$ cat config.mk
export PLATFORM = sky130hd
export DESIGN_NAME = base32_stream_encoder_flat
export DESIGN_NICKNAME = d
export VERILOG_FILES = /design/src/hdl/b32enc_pkg.sv /design/src/hdl/b32enc_ifs.sv /design/src/hdl/b32enc_front.sv /design/src/hdl/b32enc_queue.sv /design/src/hdl/b32enc_back.sv /design/src/hdl/base32_stream_encoder.sv /design/src/flat_wrapper.sv
export VERILOG_INCLUDE_DIRS = /design/src /design/src/hdl
export SDC_FILE = /design/constraint.sdc
export NUM_CORES = 1
export LEC_CHECK = 0
export ABC_CLOCK_PERIOD_IN_PS = 5510
export BUFFER_PORTS_ARGS = -buffer_cell sky130_fd_sc_hd__buf_2
export CAP_MARGIN = 20
export CORE_ASPECT_RATIO = 1.1
export CORE_MARGIN = 2
export CORE_UTILIZATION = 45
export DETAILED_ROUTE_END_ITERATION = 8
export PLACE_DENSITY = 0.7
export SYNTH_ARGS = -nofsm -noshare
export SYNTH_HDL_FRONTEND = slang
export SYNTH_SLANG_ARGS = --single-unit
$ cat constraint.sdc
create_clock -name clk -period 5.51 [get_ports clk]
set_input_delay 1.102 -clock clk [delete_from_list [all_inputs] [get_ports clk]]
set_output_delay 1.102 -clock clk [all_outputs]
set_load 0.02 [all_outputs]
$ cat src/hdl/base32_stream_encoder_macros.svh
// ----------------------------------------------------------------------------
// base32 stream encoder assertion macros
// concurrent checks on clk with rst_n low as the disable condition
// ----------------------------------------------------------------------------
`ifndef BASE32_STREAM_ENCODER_MACROS_SVH
`define BASE32_STREAM_ENCODER_MACROS_SVH

`ifndef SYNTHESIS

// same-cycle implication
`define B32ENC_ASSERT_IMPL(label, ante, cons, msg) \
  label: assert property (@(posedge clk) disable iff (!rst_n) (ante) |-> (cons)) \
    else $error(msg);

// next-cycle implication
`define B32ENC_ASSERT_NEXT(label, ante, cons, msg) \
  label: assert property (@(posedge clk) disable iff (!rst_n) (ante) |=> (cons)) \
    else $error(msg);

`else

`define B32ENC_ASSERT_IMPL(label, ante, cons, msg)
`define B32ENC_ASSERT_NEXT(label, ante, cons, msg)

`endif

`endif

$ cat src/hdl/b32enc_pkg.sv
// ----------------------------------------------------------------------------
// b32enc_pkg
// shared types, constants and helpers of the base32 stream encoder
// ----------------------------------------------------------------------------
package b32enc_pkg;

  localparam int BYTE_W     = 8;
  localparam int LW_W       = 10;
  localparam int GROUP_W    = 40;
  localparam int CNT_W      = 3;
  localparam int NCH_W      = 4;
  localparam int IDX_W      = 3;
  localparam int DIGIT_W    = 5;
  localparam int Q_DEPTH    = 2;
  localparam int Q_PTR_W    = $clog2(Q_DEPTH);
  localparam int Q_CNT_W    = $clog2(Q_DEPTH + 1);
  localparam int CFG_ADDR_W = 3;
  localparam int CFG_DATA_W = 32;

  localparam logic [LW_W-1:0]   LW_RESET  = 10'd76;
  localparam logic [BYTE_W-1:0] CHAR_NL   = 8'd10;
  localparam logic [BYTE_W-1:0] CHAR_PAD  = 8'd61;
  localparam logic [NCH_W-1:0]  FULL_NCH  = 4'd8;
  localparam logic [CNT_W-1:0]  GROUP_MAX = 3'd4;

  // register index, taken from paddr bit 2
  localparam logic REG_LINE_WIDTH = 1'b0;

  // one group handed from the front to the back
  typedef struct packed {
    logic [GROUP_W-1:0] value;
    logic [NCH_W-1:0]   nchars;
    logic               eos;
  } job_t;

  typedef struct packed {
    logic push;
    job_t job;
  } qpush_t;

  typedef struct packed {
    logic full;
    logic empty;
  } qstat_t;

  typedef struct packed {
    logic pop;
    logic pop_eos;
    logic col_zero;
    logic any_emitted;
  } bstat_t;

  // 5-bit digit to alphabet character: A-Z then 2-7
  function automatic logic [BYTE_W-1:0] digit_char(input logic [DIGIT_W-1:0] d);
    logic [BYTE_W-1:0] dx;
    dx = {3'b000, d};
    return (d < 5'd26) ? (dx + 8'd65) : (dx + 8'd24);
  endfunction

  // characters carried by a short group of k bytes
  function automatic logic [NCH_W-1:0] chars_for(input logic [CNT_W-1:0] k);
    logic [NCH_W-1:0] n;
    unique case (k)
      3'd1:    n = 4'd2;
      3'd2:    n = 4'd4;
      3'd3:    n = 4'd5;
      3'd4:    n = 4'd7;
      default: n = FULL_NCH;
    endcase
    return n;
  endfunction

endpackage

$ cat src/hdl/b32enc_ifs.sv
// ----------------------------------------------------------------------------
// b32enc channel interfaces
// valid/ready byte input channel and character output channel
// ----------------------------------------------------------------------------
interface b32enc_in_if;
  import b32enc_pkg::*;

  logic              valid;
  logic              ready;
  logic [BYTE_W-1:0] in_byte;
  logic              end_of_stream;

  modport source (output valid, output in_byte, output end_of_stream, input ready);
  modport sink   (input valid, input in_byte, input end_of_stream, output ready);
endinterface

interface b32enc_out_if;
  import b32enc_pkg::*;

  logic              valid;
  logic              ready;
  logic [BYTE_W-1:0] out_char;
  logic              last_out;

  modport source (output valid, output out_char, output last_out, input ready);
  modport sink   (input valid, input out_char, input last_out, output ready);
endinterface

$ cat src/hdl/b32enc_front.sv
// ----------------------------------------------------------------------------
// b32enc_front
// collects input bytes into groups of five and queues a job per group
// ----------------------------------------------------------------------------
module b32enc_front (
  input  logic                clk,
  input  logic                rst_n,
  b32enc_in_if.sink           in_ch,
  input  b32enc_pkg::qstat_t  qstat,
  output b32enc_pkg::qpush_t  qpush
);
  import b32enc_pkg::*;

  logic [31:0]      bytes_r, bytes_nxt;
  logic [CNT_W-1:0] cnt_r, cnt_nxt;
  logic [CNT_W-1:0] k;
  logic [31:0]      grown;
  logic             accept;

  assign in_ch.ready = !qstat.full;
  assign accept      = in_ch.valid && in_ch.ready;
  assign grown       = {bytes_r[23:0], in_ch.in_byte};
  assign k           = cnt_r + 3'd1;

  // group assembly and job issue
  always_comb begin
    bytes_nxt = bytes_r;
    cnt_nxt   = cnt_r;
    qpush     = '0;
    if (accept) begin
      if (cnt_r >= GROUP_MAX) begin
        qpush.push       = 1'b1;
        qpush.job.value  = {bytes_r, in_ch.in_byte};
        qpush.job.nchars = FULL_NCH;
        qpush.job.eos    = in_ch.end_of_stream;
        bytes_nxt        = '0;
        cnt_nxt          = '0;
      end else begin
        bytes_nxt = grown;
        cnt_nxt   = k;
        if (in_ch.end_of_stream) begin
          qpush.push       = 1'b1;
          qpush.job.nchars = chars_for(k);
          qpush.job.eos    = 1'b1;
          // left-align the short group and zero-fill
          case (k)
            3'd1:    qpush.job.value = {grown[7:0], 32'd0};
            3'd2:    qpush.job.value = {grown[15:0], 24'd0};
            3'd3:    qpush.job.value = {grown[23:0], 16'd0};
            default: qpush.job.value = {grown, 8'd0};
          endcase
          bytes_nxt = '0;
          cnt_nxt   = '0;
        end
      end
    end
  end

  // group state
  always_ff @(posedge clk) begin
    if (!rst_n) begin
      bytes_r <= '0;
      cnt_r   <= '0;
    end else begin
      bytes_r <= bytes_nxt;
      cnt_r   <= cnt_nxt;
    end
  end

endmodule

$ cat src/hdl/b32enc_queue.sv
// ----------------------------------------------------------------------------
// b32enc_queue
// short job queue between the front and the back
// ----------------------------------------------------------------------------
module b32enc_queue (
  input  logic                clk,
  input  logic                rst_n,
  input  b32enc_pkg::qpush_t  qpush,
  input  logic                pop,
  output b32enc_pkg::job_t    head,
  output b32enc_pkg::qstat_t  qstat
);
  import b32enc_pkg::*;

  job_t               mem_r [Q_DEPTH];
  logic [Q_PTR_W-1:0] wr_ptr_r, wr_ptr_nxt;
  logic [Q_PTR_W-1:0] rd_ptr_r, rd_ptr_nxt;
  logic [Q_CNT_W-1:0] cnt_r, cnt_nxt;

  assign head        = mem_r[rd_ptr_r];
  assign qstat.full  = (cnt_r == Q_CNT_W'(Q_DEPTH));
  assign qstat.empty = (cnt_r == '0);

  // pointer and fill count update
  always_comb begin
    wr_ptr_nxt = qpush.push ? wr_ptr_r + 1'b1 : wr_ptr_r;
    rd_ptr_nxt = pop ? rd_ptr_r + 1'b1 : rd_ptr_r;
    case ({qpush.push, pop})
      2'b10:   cnt_nxt = cnt_r + 1'b1;
      2'b01:   cnt_nxt = cnt_r - 1'b1;
      default: cnt_nxt = cnt_r;
    endcase
  end

  always_ff @(posedge clk) begin
    if (!rst_n) begin
      wr_ptr_r <= '0;
      rd_ptr_r <= '0;
      cnt_r    <= '0;
    end else begin
      wr_ptr_r <= wr_ptr_nxt;
      rd_ptr_r <= rd_ptr_nxt;
      cnt_r    <= cnt_nxt;
    end
  end

  // job storage
  always_ff @(posedge clk) begin
    if (qpush.push) begin
      mem_r[wr_ptr_r] <= qpush.job;
    end
  end

endmodule

$ cat src/hdl/b32enc_back.sv
// ----------------------------------------------------------------------------
// b32enc_back
// serializes queued groups into characters, pads and line breaks
// ----------------------------------------------------------------------------
module b32enc_back (
  input  logic                    clk,
  input  logic                    rst_n,
  input  logic [b32enc_pkg::LW_W-1:0] line_width,
  input  b32enc_pkg::job_t        head,
  input  b32enc_pkg::qstat_t      qstat,
  output logic                    pop,
  b32enc_out_if.source            out_ch,
  output b32enc_pkg::bstat_t      bstat
);
  import b32enc_pkg::*;

  localparam logic [1:0] PH_CHAR = 2'd0;
  localparam logic [1:0] PH_NL   = 2'd1;
  localparam logic [1:0] PH_END  = 2'd2;

  logic [1:0]                    phase_r, phase_nxt;
  logic [IDX_W-1:0]              idx_r, idx_nxt;
  logic [LW_W-1:0]               col_r, col_nxt;
  logic                          any_r, any_nxt;
  logic                          out_valid_r, out_valid_nxt;
  logic [BYTE_W-1:0]             char_r;
  logic                          last_r;
  logic [BYTE_W-1:0]             res_char;
  logic                          res_last;
  logic                          load;
  logic                          idx_last;
  logic                          wrap;
  logic                          wrap_on;
  logic [LW_W-1:0]               col_inc;
  logic [7:0][DIGIT_W-1:0]       digits;

  assign load     = !qstat.empty && (!out_valid_r || out_ch.ready);
  assign digits   = head.value;
  assign idx_last = (idx_r == 3'd7);
  assign col_inc  = col_r + 10'd1;
  assign wrap_on  = (line_width != '0);
  assign wrap     = wrap_on && ((col_inc >= line_width) || (col_inc == '0));

  // character sequencer
  always_comb begin
    phase_nxt = phase_r;
    idx_nxt   = idx_r;
    col_nxt   = col_r;
    any_nxt   = any_r;
    res_char  = CHAR_NL;
    res_last  = 1'b0;
    pop       = 1'b0;
    if (load) begin
      unique case (phase_r)
        PH_CHAR: begin
          res_char = ({1'b0, idx_r} < head.nchars) ? digit_char(digits[3'd7 - idx_r])
                                                    : CHAR_PAD;
          any_nxt = 1'b1;
          if (wrap_on) begin
            col_nxt = wrap ? '0 : col_inc;
          end
          if (wrap) begin
            any_nxt   = 1'b0;
            phase_nxt = PH_NL;
          end else if (idx_last) begin
            if (head.eos) begin
              phase_nxt = PH_END;
            end else begin
              res_last = 1'b1;
              pop      = 1'b1;
              idx_nxt  = '0;
            end
          end else begin
            idx_nxt = idx_r + 3'd1;
          end
        end
        PH_NL: begin
          phase_nxt = PH_CHAR;
          if (idx_last) begin
            res_last = 1'b1;
            pop      = 1'b1;
            idx_nxt  = '0;
            if (head.eos) begin
              col_nxt = '0;
              any_nxt = 1'b0;
            end
          end else begin
            idx_nxt = idx_r + 3'd1;
          end
        end
        PH_END: begin
          res_last  = 1'b1;
          pop       = 1'b1;
          idx_nxt   = '0;
          col_nxt   = '0;
          any_nxt   = 1'b0;
          phase_nxt = PH_CHAR;
        end
        default: begin
          phase_nxt = PH_CHAR;
        end
      endcase
    end
  end

  // output register occupancy
  always_comb begin
    out_valid_nxt = out_valid_r;
    if (load) begin
      out_valid_nxt = 1'b1;
    end else if (out_ch.ready) begin
      out_valid_nxt = 1'b0;
    end
  end

  always_ff @(posedge clk) begin
    if (!rst_n) begin
      phase_r     <= PH_CHAR;
      idx_r       <= '0;
      col_r       <= '0;
      any_r       <= 1'b0;
      out_valid_r <= 1'b0;
    end else begin
      phase_r     <= phase_nxt;
      idx_r       <= idx_nxt;
      col_r       <= col_nxt;
      any_r       <= any_nxt;
      out_valid_r <= out_valid_nxt;
    end
  end

  // output payload
  always_ff @(posedge clk) begin
    if (load) begin
      char_r <= res_char;
      last_r <= res_last;
    end
  end

  assign out_ch.valid    = out_valid_r;
  assign out_ch.out_char = char_r;
  assign out_ch.last_out = last_r;

  assign bstat.pop         = pop;
  assign bstat.pop_eos     = pop && head.eos;
  assign bstat.col_zero    = (col_r == '0);
  assign bstat.any_emitted = any_r;

endmodule

$ cat src/hdl/base32_stream_encoder.sv
// ----------------------------------------------------------------------------
// base32_stream_encoder
// byte stream to base32 text with padding and line wrapping
// ----------------------------------------------------------------------------
// usage:
//   in_ch takes one byte per transaction, end_of_stream set on the final byte.
//   out_ch gives one character per transaction; last_out marks the final
//   character caused by an input byte. bytes that do not close a group give
//   no characters.
//   line_width (apb, byte address 0) sets characters per line, 0 = no wrap.
// timing:
//   a byte that closes a group or ends the stream passes through the job queue
//   and then the output register. the front takes one byte per cycle while
//   the two-entry job queue has room; the back emits one character per cycle
//   while out_ch.ready is high, so a five-byte group gives 8 characters plus
//   one per newline; the single character output register sets this pace.
// reset:
//   rst_n low clears the group, the queue, the line column and the output
//   register, and line_width returns to 76.
// stall:
//   when out_ch.ready is low the output register holds, the back stops, the
//   queue fills and in_ch.ready drops until the receiver takes characters.
// ----------------------------------------------------------------------------
`include "base32_stream_encoder_macros.svh"

module base32_stream_encoder (
  input  logic                                 clk,
  input  logic                                 rst_n,
  b32enc_in_if.sink                            in_ch,
  b32enc_out_if.source                         out_ch,
  input  logic                                 psel,
  input  logic                                 penable,
  input  logic                                 pwrite,
  input  logic [b32enc_pkg::CFG_ADDR_W-1:0]    paddr,
  input  logic [b32enc_pkg::CFG_DATA_W-1:0]    pwdata,
  output logic [b32enc_pkg::CFG_DATA_W-1:0]    prdata,
  output logic                                 pready
);
  import b32enc_pkg::*;

  logic [LW_W-1:0] lw_r, lw_nxt;
  logic            reg_sel;
  qpush_t          qpush;
  qstat_t          qstat;
  job_t            head;
  logic            pop;
  bstat_t          bstat;

  // configuration register
  assign pready  = 1'b1;
  assign reg_sel = (paddr[2] == REG_LINE_WIDTH);
  assign prdata  = reg_sel ? {{(CFG_DATA_W-LW_W){1'b0}}, lw_r} : '0;

  always_comb begin
    lw_nxt = lw_r;
    if (psel && penable && pwrite && reg_sel) begin
      lw_nxt = pwdata[LW_W-1:0];
    end
  end

  always_ff @(posedge clk) begin
    if (!rst_n) begin
      lw_r <= LW_RESET;
    end else begin
      lw_r <= lw_nxt;
    end
  end

  // front: byte grouping
  b32enc_front u_front (
    .clk   (clk),
    .rst_n (rst_n),
    .in_ch (in_ch),
    .qstat (qstat),
    .qpush (qpush)
  );

  // job queue
  b32enc_queue u_queue (
    .clk   (clk),
    .rst_n (rst_n),
    .qpush (qpush),
    .pop   (pop),
    .head  (head),
    .qstat (qstat)
  );

  // back: character output
  b32enc_back u_back (
    .clk        (clk),
    .rst_n      (rst_n),
    .line_width (lw_r),
    .head       (head),
    .qstat      (qstat),
    .pop        (pop),
    .out_ch     (out_ch),
    .bstat      (bstat)
  );

  // checks
  `B32ENC_ASSERT_IMPL(a_queue_no_overflow, qpush.push, !qstat.full, "job pushed into full queue")
  `B32ENC_ASSERT_IMPL(a_queue_no_underflow, pop, !qstat.empty, "job popped from empty queue")
  `B32ENC_ASSERT_NEXT(a_eos_clears_line, bstat.pop_eos, bstat.col_zero && !bstat.any_emitted, "line state not cleared at end of stream")

endmodule
$ cat src/flat_wrapper.sv
// flat-port wrapper written by rule: the top's interface ports become plain ports
module base32_stream_encoder_flat import b32enc_pkg::*;
  (clk, rst_n, psel, penable, pwrite, paddr, pwdata, prdata, pready, in_ch_valid, in_ch_in_byte, in_ch_end_of_stream, in_ch_ready, out_ch_valid, out_ch_out_char, out_ch_last_out, out_ch_ready);
  b32enc_in_if in_ch_i ();
  b32enc_out_if out_ch_i ();
  input  logic clk;
  input  logic rst_n;
  input  logic psel;
  input  logic penable;
  input  logic pwrite;
  input  logic [b32enc_pkg::CFG_ADDR_W-1:0] paddr;
  input  logic [b32enc_pkg::CFG_DATA_W-1:0] pwdata;
  output logic [b32enc_pkg::CFG_DATA_W-1:0] prdata;
  output logic pready;
  input wire logic [$bits(in_ch_i.valid)-1:0] in_ch_valid;
  input wire logic [$bits(in_ch_i.in_byte)-1:0] in_ch_in_byte;
  input wire logic [$bits(in_ch_i.end_of_stream)-1:0] in_ch_end_of_stream;
  output wire logic [$bits(in_ch_i.ready)-1:0] in_ch_ready;
  output wire logic [$bits(out_ch_i.valid)-1:0] out_ch_valid;
  output wire logic [$bits(out_ch_i.out_char)-1:0] out_ch_out_char;
  output wire logic [$bits(out_ch_i.last_out)-1:0] out_ch_last_out;
  input wire logic [$bits(out_ch_i.ready)-1:0] out_ch_ready;
  assign in_ch_i.valid = in_ch_valid;
  assign in_ch_i.in_byte = in_ch_in_byte;
  assign in_ch_i.end_of_stream = in_ch_end_of_stream;
  assign in_ch_ready = in_ch_i.ready;
  assign out_ch_valid = out_ch_i.valid;
  assign out_ch_out_char = out_ch_i.out_char;
  assign out_ch_last_out = out_ch_i.last_out;
  assign out_ch_i.ready = out_ch_ready;
  base32_stream_encoder u_core (.clk(clk), .rst_n(rst_n), .in_ch(in_ch_i), .out_ch(out_ch_i), .psel(psel), .penable(penable), .pwrite(pwrite), .paddr(paddr), .pwdata(pwdata), .prdata(prdata), .pready(pready));
endmodule
==> flow_summary.ini, run 1 <==
[logic_synthesis]
synth.area.top_cells = edfxtp_1, dfxtp_1, nand2_1, a21boi_0, ha_1
ys.flop_type = edfxtp_1
yosysSeqAreaShare = 0.502
post_synth.cell_area_avg_sq_um = 11.0
synthArstFlopShare = 0
synth.largest_area_cell = edfxtp_1
netlist_instances = 770
ys_warn_count = 0
ys_types = 70
ys_seq_elements = 164
synth-edff-count = 98
syn_area_sq_um = 8490
synth_top_area_frac = 0.347

[critical_path]
cpMaxStageDelayCell = a21oi_1
required_ps = 5810
ff2ff_path_depth = 12
crit_family = compound AO/OA/AOI/OAI gates
crit_chain = ha_1, and4_1, nand4_1, xnor2_1, ha_1, and4_1, nand2_1, nor2_1, a211oi_1, a21oi_1, o21ai_0, mux2i_1
critPathKind = reg -> reg
end_kind = flop
startpoint_type = flop
crit_path_max_fanout = 13
cpPeakStageDelay_ps = 870
worstPathArrival_ps = 4110
cp_num_buf_inv = 0
cp.depth = 12

[placed_design]
dpl.hpwl_um = 11600
post-place-ws_ps = 1740
io_buffer_count = 46
dpl_cell_area_sq_um = 8730
gp_congestion = 0.826

[global_routing]
grt_antenna_before_repair = 0
grt_pass1_vias = 5559
grt_pass1_wl_um = 28400
grt_max_degree = 70
overflow = 0
grt_usage = 0.181

[detailed_routing]
met2WireLength_um = 8410
num_vias = 5858
routed_wirelength_um = 17400
postRouteAntennaNets = 0
avgRoutedWirePerCell_um = 16.6
drc_errors = 0
wl_met1_um = 7970
dr_wl_met3_um = 764
firstDrtPassIters = 5
routed_via_density = 5.60
drtIter0Drc = 465
routed.top_layer = met4

[finish]
mostFrequentLayoutCells = nand2_1, edfxtp_1, dfxtp_1
post-route-cell-area_sq_um = 9320
fillCellCount = 1658
antenna_cells = 0
drive_gt1_frac = 0.138
synthToLayoutAreaGrowth_pct = 9.80
layout_commonest_cell = nand2_1
finish.utilization = 0.504
layout.nets = 869

[die]
die-height_um = 148
die_w_um = 135
core_area_sq_um = 18500
pin_count = 95
die-area_sq_um = 20000
start_util = 0.459
rows = 52

[clock_tree]
cts-buffers-inserted = 17
cts-root-buf = clkbuf_16
post-cts-setup-buffers = 0
cts_hold_buf = 0
htree_levels = 4
cts_sinks = 164
clk_latency_ps = 430
cts_resized = 0
clockBufferDepth = 2
clkTransAtPathRegs_ps = 70
tritoncts = yes

[sta]
hold_viol = 0
skew_ps = 18.2
slew_headroom = 0.277
setup_tns_ps = 0
post-route-min-period_ps = 3810
rsz0062_at_grt = false
setup_ws_ps = 1700
hold_slack_ps = 463
worstMarginPinSlew_ps = 1080
setup_viol = 0
slew_viol_final = 0
fin_crit_sh = 0.692
max_freq_ghz = 0.262

[power]
p_clk_frac = 0.414
intPower_mw = 2.10
swShare = 0.261
ir_drop_v = 0.000223
pwr-share-comb = 0.104
power_leakage_nw = 3.30
p_sw_mw = 0.742
power.share.sequential = 0.482
p_per_area_nw_per_um2 = 305

[hold_path]
hp-class = reg -> reg
hold_path_depth = 2

[job]
cap_violations = 0

[run_status]
outcome = completed
## through the flow
step / instances / total power [mW]
6_report: 1046 / 2.84
5_1_grt: 1046 / 2.95
4_1_cts: 1046 / 2.86
3_5_place_dp: 1014 / 1.69
3_3_place_gp: 1014 / 1.69
2_1_floorplan: 792 / 1.63
## kinds of logic after synthesis
logic type	synth area share
flip-flops	0.502
multiplexers	0.0756
other	0.000885
buffers and inverters	0.0641
AND/OR/NAND/NOR	0.149
AO/OA/AOI/OAI	0.151
XOR/XNOR	0.0155
adder cells (fa/ha/maj)	0.0413
## cell type report
class / count / area [sq um] / area share
repair buffers: 57 / 313 / 0.0336
well taps: 243 / 304 / 0.0326
clock inverters: 15 / 161 / 0.0173
inverters: 18 / 67.6 / 0.00725
clock buffers: 17 / 425 / 0.0456
multi-input cells: 532 / 3790 / 0.406
flip-flops and latches: 164 / 4260 / 0.457
## cells in the mapped netlist (all sizes together) (13+ instances only)
master / instances
clkbuf: 38
buf: 40
mux4: 21
o21ai: 29
edfxtp: 98
a22o: 13
nor2: 32
nor2b: 13
nand2: 109
a222oi: 16
ha: 28
nand3: 46
a21boi: 57
xnor2: 13
inv: 18
and2: 16
dfxtp: 66
## power by group through the flow
stage               combinational, mW  clock [mW]  sequential, mW
finish                          0.295        1.18            1.37
global route                    0.330        1.25            1.37
CTS                             0.297        1.20            1.37
detailed placement              0.296           0            1.40
global placement                0.291           0            1.40
floorplan                       0.230           0            1.40
## final timing paths
path | start | endpoint | slack (ps)
max | u_core.u_back.col_r[0]$_SDFFE_PN0P_ | u_core.u_back.idx_r[0]$_SDFFE_PN0P_ | 1700
min | u_core.u_front.bytes_r[26]$_SDFFE_PN0P_ | u_core.u_front.bytes_r[26]$_SDFFE_PN0P_ | 460
max reg2reg | u_core.u_back.col_r[0]$_SDFFE_PN0P_ | u_core.u_back.idx_r[0]$_SDFFE_PN0P_ | 1700
min reg2reg | u_core.u_front.bytes_r[26]$_SDFFE_PN0P_ | u_core.u_front.bytes_r[26]$_SDFFE_PN0P_ | 460
## registers in the layout, indices dropped and copies added (netlist names), 2 cells and up, named ones only
name,count
u_core.u_front.cnt_r,3
u_core.u_back.out_ch.out_char,7
u_core.u_front.bytes_r,32
u_core.u_queue.mem_r,90
u_core.u_back.phase_r,2
u_core.lw_r,10
u_core.u_queue.cnt_r,2
u_core.u_back.idx_r,3
u_core.u_back.col_r,10
## per-layer routing
| metal | vias to the layer above | track usage |
|---|---|---|
| met4 | 0 | 0.0630 |
| met2 | 150 | 0.292 |
| met1 | 2829 | 0.245 |
| li1 | 2859 | - |
| met3 | 20 | 0.0358 |
| met5 | - | 0 |
## tightest hold or removal path: cells and delay by family, from the launching register on
kind             cells  cell delay, ps
flip-flops           1             310
AND/OR/NAND/NOR      1              50
AO/OA/AOI/OAI        1              60
Power figures use the tool's default switching activity.
==> run 2: changes to the inputs <==
--- a/config.mk
+++ b/config.mk
@@ -6,7 +6,7 @@
 export SDC_FILE = /design/constraint.sdc
 export NUM_CORES = 1
 export LEC_CHECK = 0
-export ABC_CLOCK_PERIOD_IN_PS = 5510
+export ABC_CLOCK_PERIOD_IN_PS = 3520
 export BUFFER_PORTS_ARGS = -buffer_cell sky130_fd_sc_hd__buf_2
 export CAP_MARGIN = 20
 export CORE_ASPECT_RATIO = 1.1
==> constraint.sdc (replaced) <==
create_clock -name clk -period 3.52 [get_ports clk]
set_input_delay 0.704 -clock clk [delete_from_list [all_inputs] [get_ports clk]]
set_output_delay 0.704 -clock clk [all_outputs]
set_load 0.02 [all_outputs]
==> flow_summary.ini, run 2 (synthesis gave the netlist of run 1 again) <==
[run_status]
outcome = completed

[critical_path]
r2r_start = u_core.u_back.col_r[1]$_SDFFE_PN0P_
startpoint = u_core.u_back.col_r[1]$_SDFFE_PN0P_
crit_chain = ha_1, and4_1, nand4_1, xnor2_2, ha_1, and4_1, nand2_1, nor2_1, a211oi_2, a311oi_2, nor2_2, ha_1, or3_1, a21boi_1
startpoint_type = flop
crit_family = simple AND/OR/NAND/NOR gates
required_ps = 3860
critPathMostFrequentCell = ha_1
cpMaxStageDelayCell = dfxtp_1
crit_path_max_fanout = 5
end_kind = flop
worstPathArrival_ps = 3600
critPathKind = reg -> reg
cpPeakStageDelay_ps = 380
cp_num_buf_inv = 0

[global_routing]
grtUsageMet1 = 0.252
grt_max_degree = 47
grt_usage = 0.183
grt_use_met3 = 0.0399
busiest_layer = met2
grt_pass1_vias = 5436
overflow = 0
grt_pass1_wl_um = 28500
use_met2 = 0.288
grt_antenna_before_repair = 0

[finish]
synthToLayoutAreaGrowth_pct = 11.3
instances_no_fill = 1058
layout_commonest_cell = nand2_1
largest_register = u_core.u_queue.mem_r
drive_gt1_frac = 0.157
antenna_cells = 0
fillCellCount = 1643
post-route-cell-area_sq_um = 9450
layout.nets = 881
largest_register_ffs = 90
mostFrequentLayoutCells = nand2_1, edfxtp_1, dfxtp_1
reg_top3 = u_core.u_queue.mem_r x90, u_core.u_front.bytes_r x32

[clock_tree]
cts_sinks = 164
clockBufferDepth = 2
tritoncts = yes
cts_hold_buf = 0
cts-root-buf = clkbuf_16
clkTransAtPathRegs_ps = 70
clk_latency_ps = 430
htree_levels = 4
cts-buffers-inserted = 17

[placed_design]
gp_congestion = 0.828
io_buffer_count = 46
dpl.hpwl_um = 11800
post-place-cells = 1026
dpl_cell_area_sq_um = 8840

[sta]
slew_headroom = 0.415
setup_viol = 0
slew_viol_final = 0
max_freq_ghz = 0.307
worstMarginPinSlew_ps = 876
fin_crit_sh = 0.925
hold_viol = 0
post-route-min-period_ps = 3260
setup_tns_ps = 0
rsz0062_at_grt = false
skew_ps = 11.2

[power]
ir_drop_v = 0.000340
power_leakage_nw = 3.37
p_total_mw = 4.46
p_per_area_nw_per_um2 = 472

[die]
pin_count = 95
core_area_sq_um = 18500
die-area_sq_um = 20000
die-height_um = 148
rows = 52
die_w_um = 135
start_util = 0.459

[detailed_routing]
routed_via_density = 5.59
postRouteAntennaNets = 0
avgRoutedWirePerCell_um = 16.6
num_vias = 5919
drtIter0Drc = 548
drc_errors = 0
routed_wirelength_um = 17500
firstDrtPassIters = 5

[job]
cap_violations = 0

[hold_path]
hp-start = u_core.u_front.bytes_r[29]$_SDFFE_PN0P_
hp-class = reg -> reg
==> run 2: changes by cell type in the layout (fill, tap and decap cells not counted), sizes merged <==
| cell | before | now |
|---|---|---|
| buf | 57 | 69 |
| inv | 29 | 22 |
| clkinvlp | 1 | 4 |
| clkbuf | 17 | 19 |
| bufinv | 1 | 2 |
| clkinv | 2 | 3 |
==> run 2: through the flow <==
step | hold WS (ps) | worst slack, ps | util
after floorplan | 441 | 373 | -
after global placement | 450 | 169 | 0.478
after detailed placement | 456 | 69.9 | 0.478
after CTS | 464 | 39.3 | 0.510
after global routing | 477 | 38.9 | 0.512
final | 462 | 263 | 0.512
==> run 2: worst reg2reg max path, cell delays in order, from the launching register on <==
cell,delay [ps]
dfxtp_1,380
ha_1,190
and4_1,250
nand4_1,160
xnor2_2,190
ha_1,290
and4_1,210
nand2_1,70
nor2_1,110
a211oi_2,70
a311oi_2,320
nor2_2,80
ha_1,330
or3_1,350
a21boi_1,170
==> run 2: timing repair <==
action                     CTS  global route
buffers inserted             0             0
setup endpoints to repair    0             2
gates resized for setup      0             7
==> run 2: cell type report <==
class,instances,area [sq um],share of cell area
repair buffers,69,415,0.0440
multi-input cells,532,3810,0.403
inverters,18,67.6,0.00715
flip-flops and latches,164,4270,0.451
clock inverters,13,148,0.0156
clock buffers,19,443,0.0469
well taps,243,304,0.0322
==> run 2: power breakdown <==
part	internal (mW)	switching (mW)	leakage, nW
registers	2.11	0.0447	1.45
clock network	1.07	0.767	0.277
logic	0.176	0.290	1.64
==> run 2: metal layers <==
layer | routed length, um | vias to the layer above | part of all wire
met2 | 8300 | 167 | 0.47
met5 | 0 | - | 0
met1 | 8030 | 2857 | 0.46
li1 | - | 2878 | -
met3 | 915 | 17 | 0.052
met4 | 265 | 0 | 0.015
==> run 2: final timing paths <==
kind / to / slack [ps] / depth (start not counted)
min reg2reg: u_core.u_front.bytes_r[29]$_SDFFE_PN0P_ / 460 / 2
max reg2reg: u_core.u_queue.cnt_r[1]$_SDFFE_PN0P_ / 260 / 14
min: u_core.u_front.bytes_r[29]$_SDFFE_PN0P_ / 460 / 2
max: u_core.u_queue.cnt_r[1]$_SDFFE_PN0P_ / 260 / 14
==> run 3: changes to the inputs <==
--- a/config.mk
+++ b/config.mk
@@ -11,9 +11,10 @@
 export CAP_MARGIN = 20
 export CORE_ASPECT_RATIO = 1.1
 export CORE_MARGIN = 2
-export CORE_UTILIZATION = 45
+export CORE_UTILIZATION = 40
 export DETAILED_ROUTE_END_ITERATION = 8
-export PLACE_DENSITY = 0.7
+export PLACE_DENSITY = 0.64
+export SLEW_MARGIN = 20
 export SYNTH_ARGS = -nofsm -noshare
 export SYNTH_HDL_FRONTEND = slang
 export SYNTH_SLANG_ARGS = --single-unit
==> constraint.sdc (replaced) <==
create_clock -name clk -period 3.52 [get_ports clk]
set_input_delay 0.704 -clock clk [delete_from_list [all_inputs] [get_ports clk]]
set_output_delay 0.704 -clock clk [all_outputs]
set_load 0.05 [all_outputs]
==> flow_summary.ini, run 3 (synthesis gave the netlist of run 1 again) <==
[run_status]
outcome = completed

[finish]
reg_top3 = u_core.u_queue.mem_r x90, u_core.u_front.bytes_r x32
layout.nets = 888
synthToLayoutAreaGrowth_pct = 12.1
largest_register_ffs = 90
fillCellCount = 1921
drive_gt1_frac = 0.167
finish.utilization = 0.459
multi_input_area_sq_um = 3820
layout_commonest_cell = nand2_1
post-route-cell-area_sq_um = 9510
seq_area_sq_um = 4270
largest_register = u_core.u_queue.mem_r
mostFrequentLayoutCells = nand2_1, edfxtp_1, dfxtp_1
antenna_cells = 0

[sta]
max_freq_ghz = 0.302
skew_ps = 10.5
worstMarginPinSlew_ps = 863
slew_viol_final = 0
slew_headroom = 0.423
hold_viol = 0
post-route-min-period_ps = 3310
setup_viol = 0
fin_crit_sh = 0.941

[clock_tree]
cts_hold_buf = 0
clockBufferDepth = 2
clk_latency_ps = 430
cts-root-buf = clkbuf_16
cts_sinks = 164
tritoncts = yes
cts-buffers-inserted = 17
clkTransAtPathRegs_ps = 70
htree_levels = 4

[global_routing]
grt_usage = 0.167
overflow = 0
grt_antenna_before_repair = 0
grt_pass1_wl_um = 29100
grt_max_degree = 54
grt_pass1_vias = 5534

[detailed_routing]
postRouteAntennaNets = 0
num_vias = 5867
routed_via_density = 5.30
firstDrtPassIters = 5
routed_wirelength_um = 18100
drc_errors = 0
avgRoutedWirePerCell_um = 16.3
drtIter0Drc = 507

[hold_path]
hp-class = reg -> reg
hp-start = u_core.u_front.bytes_r[28]$_SDFFE_PN0P_

[die]
die_w_um = 143
start_util = 0.410
core_area_sq_um = 20700
rows = 55
die-height_um = 157
die-area_sq_um = 22400
pin_count = 95

[placed_design]
dpl_cell_area_sq_um = 8930
io_buffer_count = 46
gp_congestion = 0.784
dpl.hpwl_um = 12500

[critical_path]
r2r_start = u_core.u_back.col_r[1]$_SDFFE_PN0P_
required_ps = 3870
startpoint_type = flop
worstPathArrival_ps = 3660
critPathKind = reg -> reg
crit_path_max_fanout = 5
startpoint = u_core.u_back.col_r[1]$_SDFFE_PN0P_
end_kind = flop

[power]
ir_drop_v = 0.000354
p_per_area_nw_per_um2 = 459
p_total_mw = 4.37
power_leakage_nw = 3.37

[job]
cap_violations = 0
## run 3: critical path, cell delays in order, from the launching register on
cell and delay [ps]:
dfxtp_1 380, and3_1 210, nand3_1 130, nor2_2 190, xor2_2 240, ha_1 300
and4_1 210, nand2_1 70, nor2_1 40, a211oi_2 280, a311oi_2 190, nor2_2 200
ha_1 280, or3_1 350, a21boi_0 160
## run 3: repair_timing
item / CTS / global route
resized for setup: 0 / 10
endpoints found under the hold margin: 0 / 0
setup buffers: 0 / 1
endpoints found under the setup margin: 0 / 1
## run 3: worst paths after layout
check,endpoint,slack (ps),depth (start not counted)
max,u_core.u_queue.cnt_r[1]$_SDFFE_PN0P_,210,14
min,u_core.u_front.bytes_r[28]$_SDFFE_PN0P_,460,2
max reg2reg,u_core.u_queue.cnt_r[1]$_SDFFE_PN0P_,210,14
min reg2reg,u_core.u_front.bytes_r[28]$_SDFFE_PN0P_,460,2
## run 3: power breakdown
group | internal, mW | switching [mW]
sequential | 2.11 | 0.0431
clock | 0.908 | 0.770
combinational | 0.180 | 0.363
## run 3: layer usage
| layer | global-route usage | vias up | part of all wire |
|---|---|---|---|
| li1 | - | 2888 | - |
| met1 | 0.233 | 2850 | 0.47 |
| met2 | 0.266 | 111 | 0.48 |
| met3 | 0.0275 | 18 | 0.036 |
| met4 | 0.0552 | 0 | 0.013 |
| met5 | 0 | - | 0 |
## run 3: per-stage QoR
step	hold WS, ps	setup slack [ps]	setup TNS [ps]	instances
2_1_floorplan	441	373	0	792
6_report	462	208	0	1107
3_3_place_gp	450	142	0	1074
5_1_grt	486	-37.4	-37.4	1107
3_5_place_dp	456	86.6	0	1074
4_1_cts	467	61.4	0	1106
## run 3: final cells by class
| class | count | area share |
|---|---|---|
| inverters | 18 | 0.00710 |
| multi-input cells | 532 | 0.401 |
| flip-flops and latches | 164 | 0.449 |
| clock buffers | 18 | 0.0451 |
| well taps | 285 | 0.0375 |
| repair buffers | 76 | 0.0492 |
| clock inverters | 14 | 0.0110 |
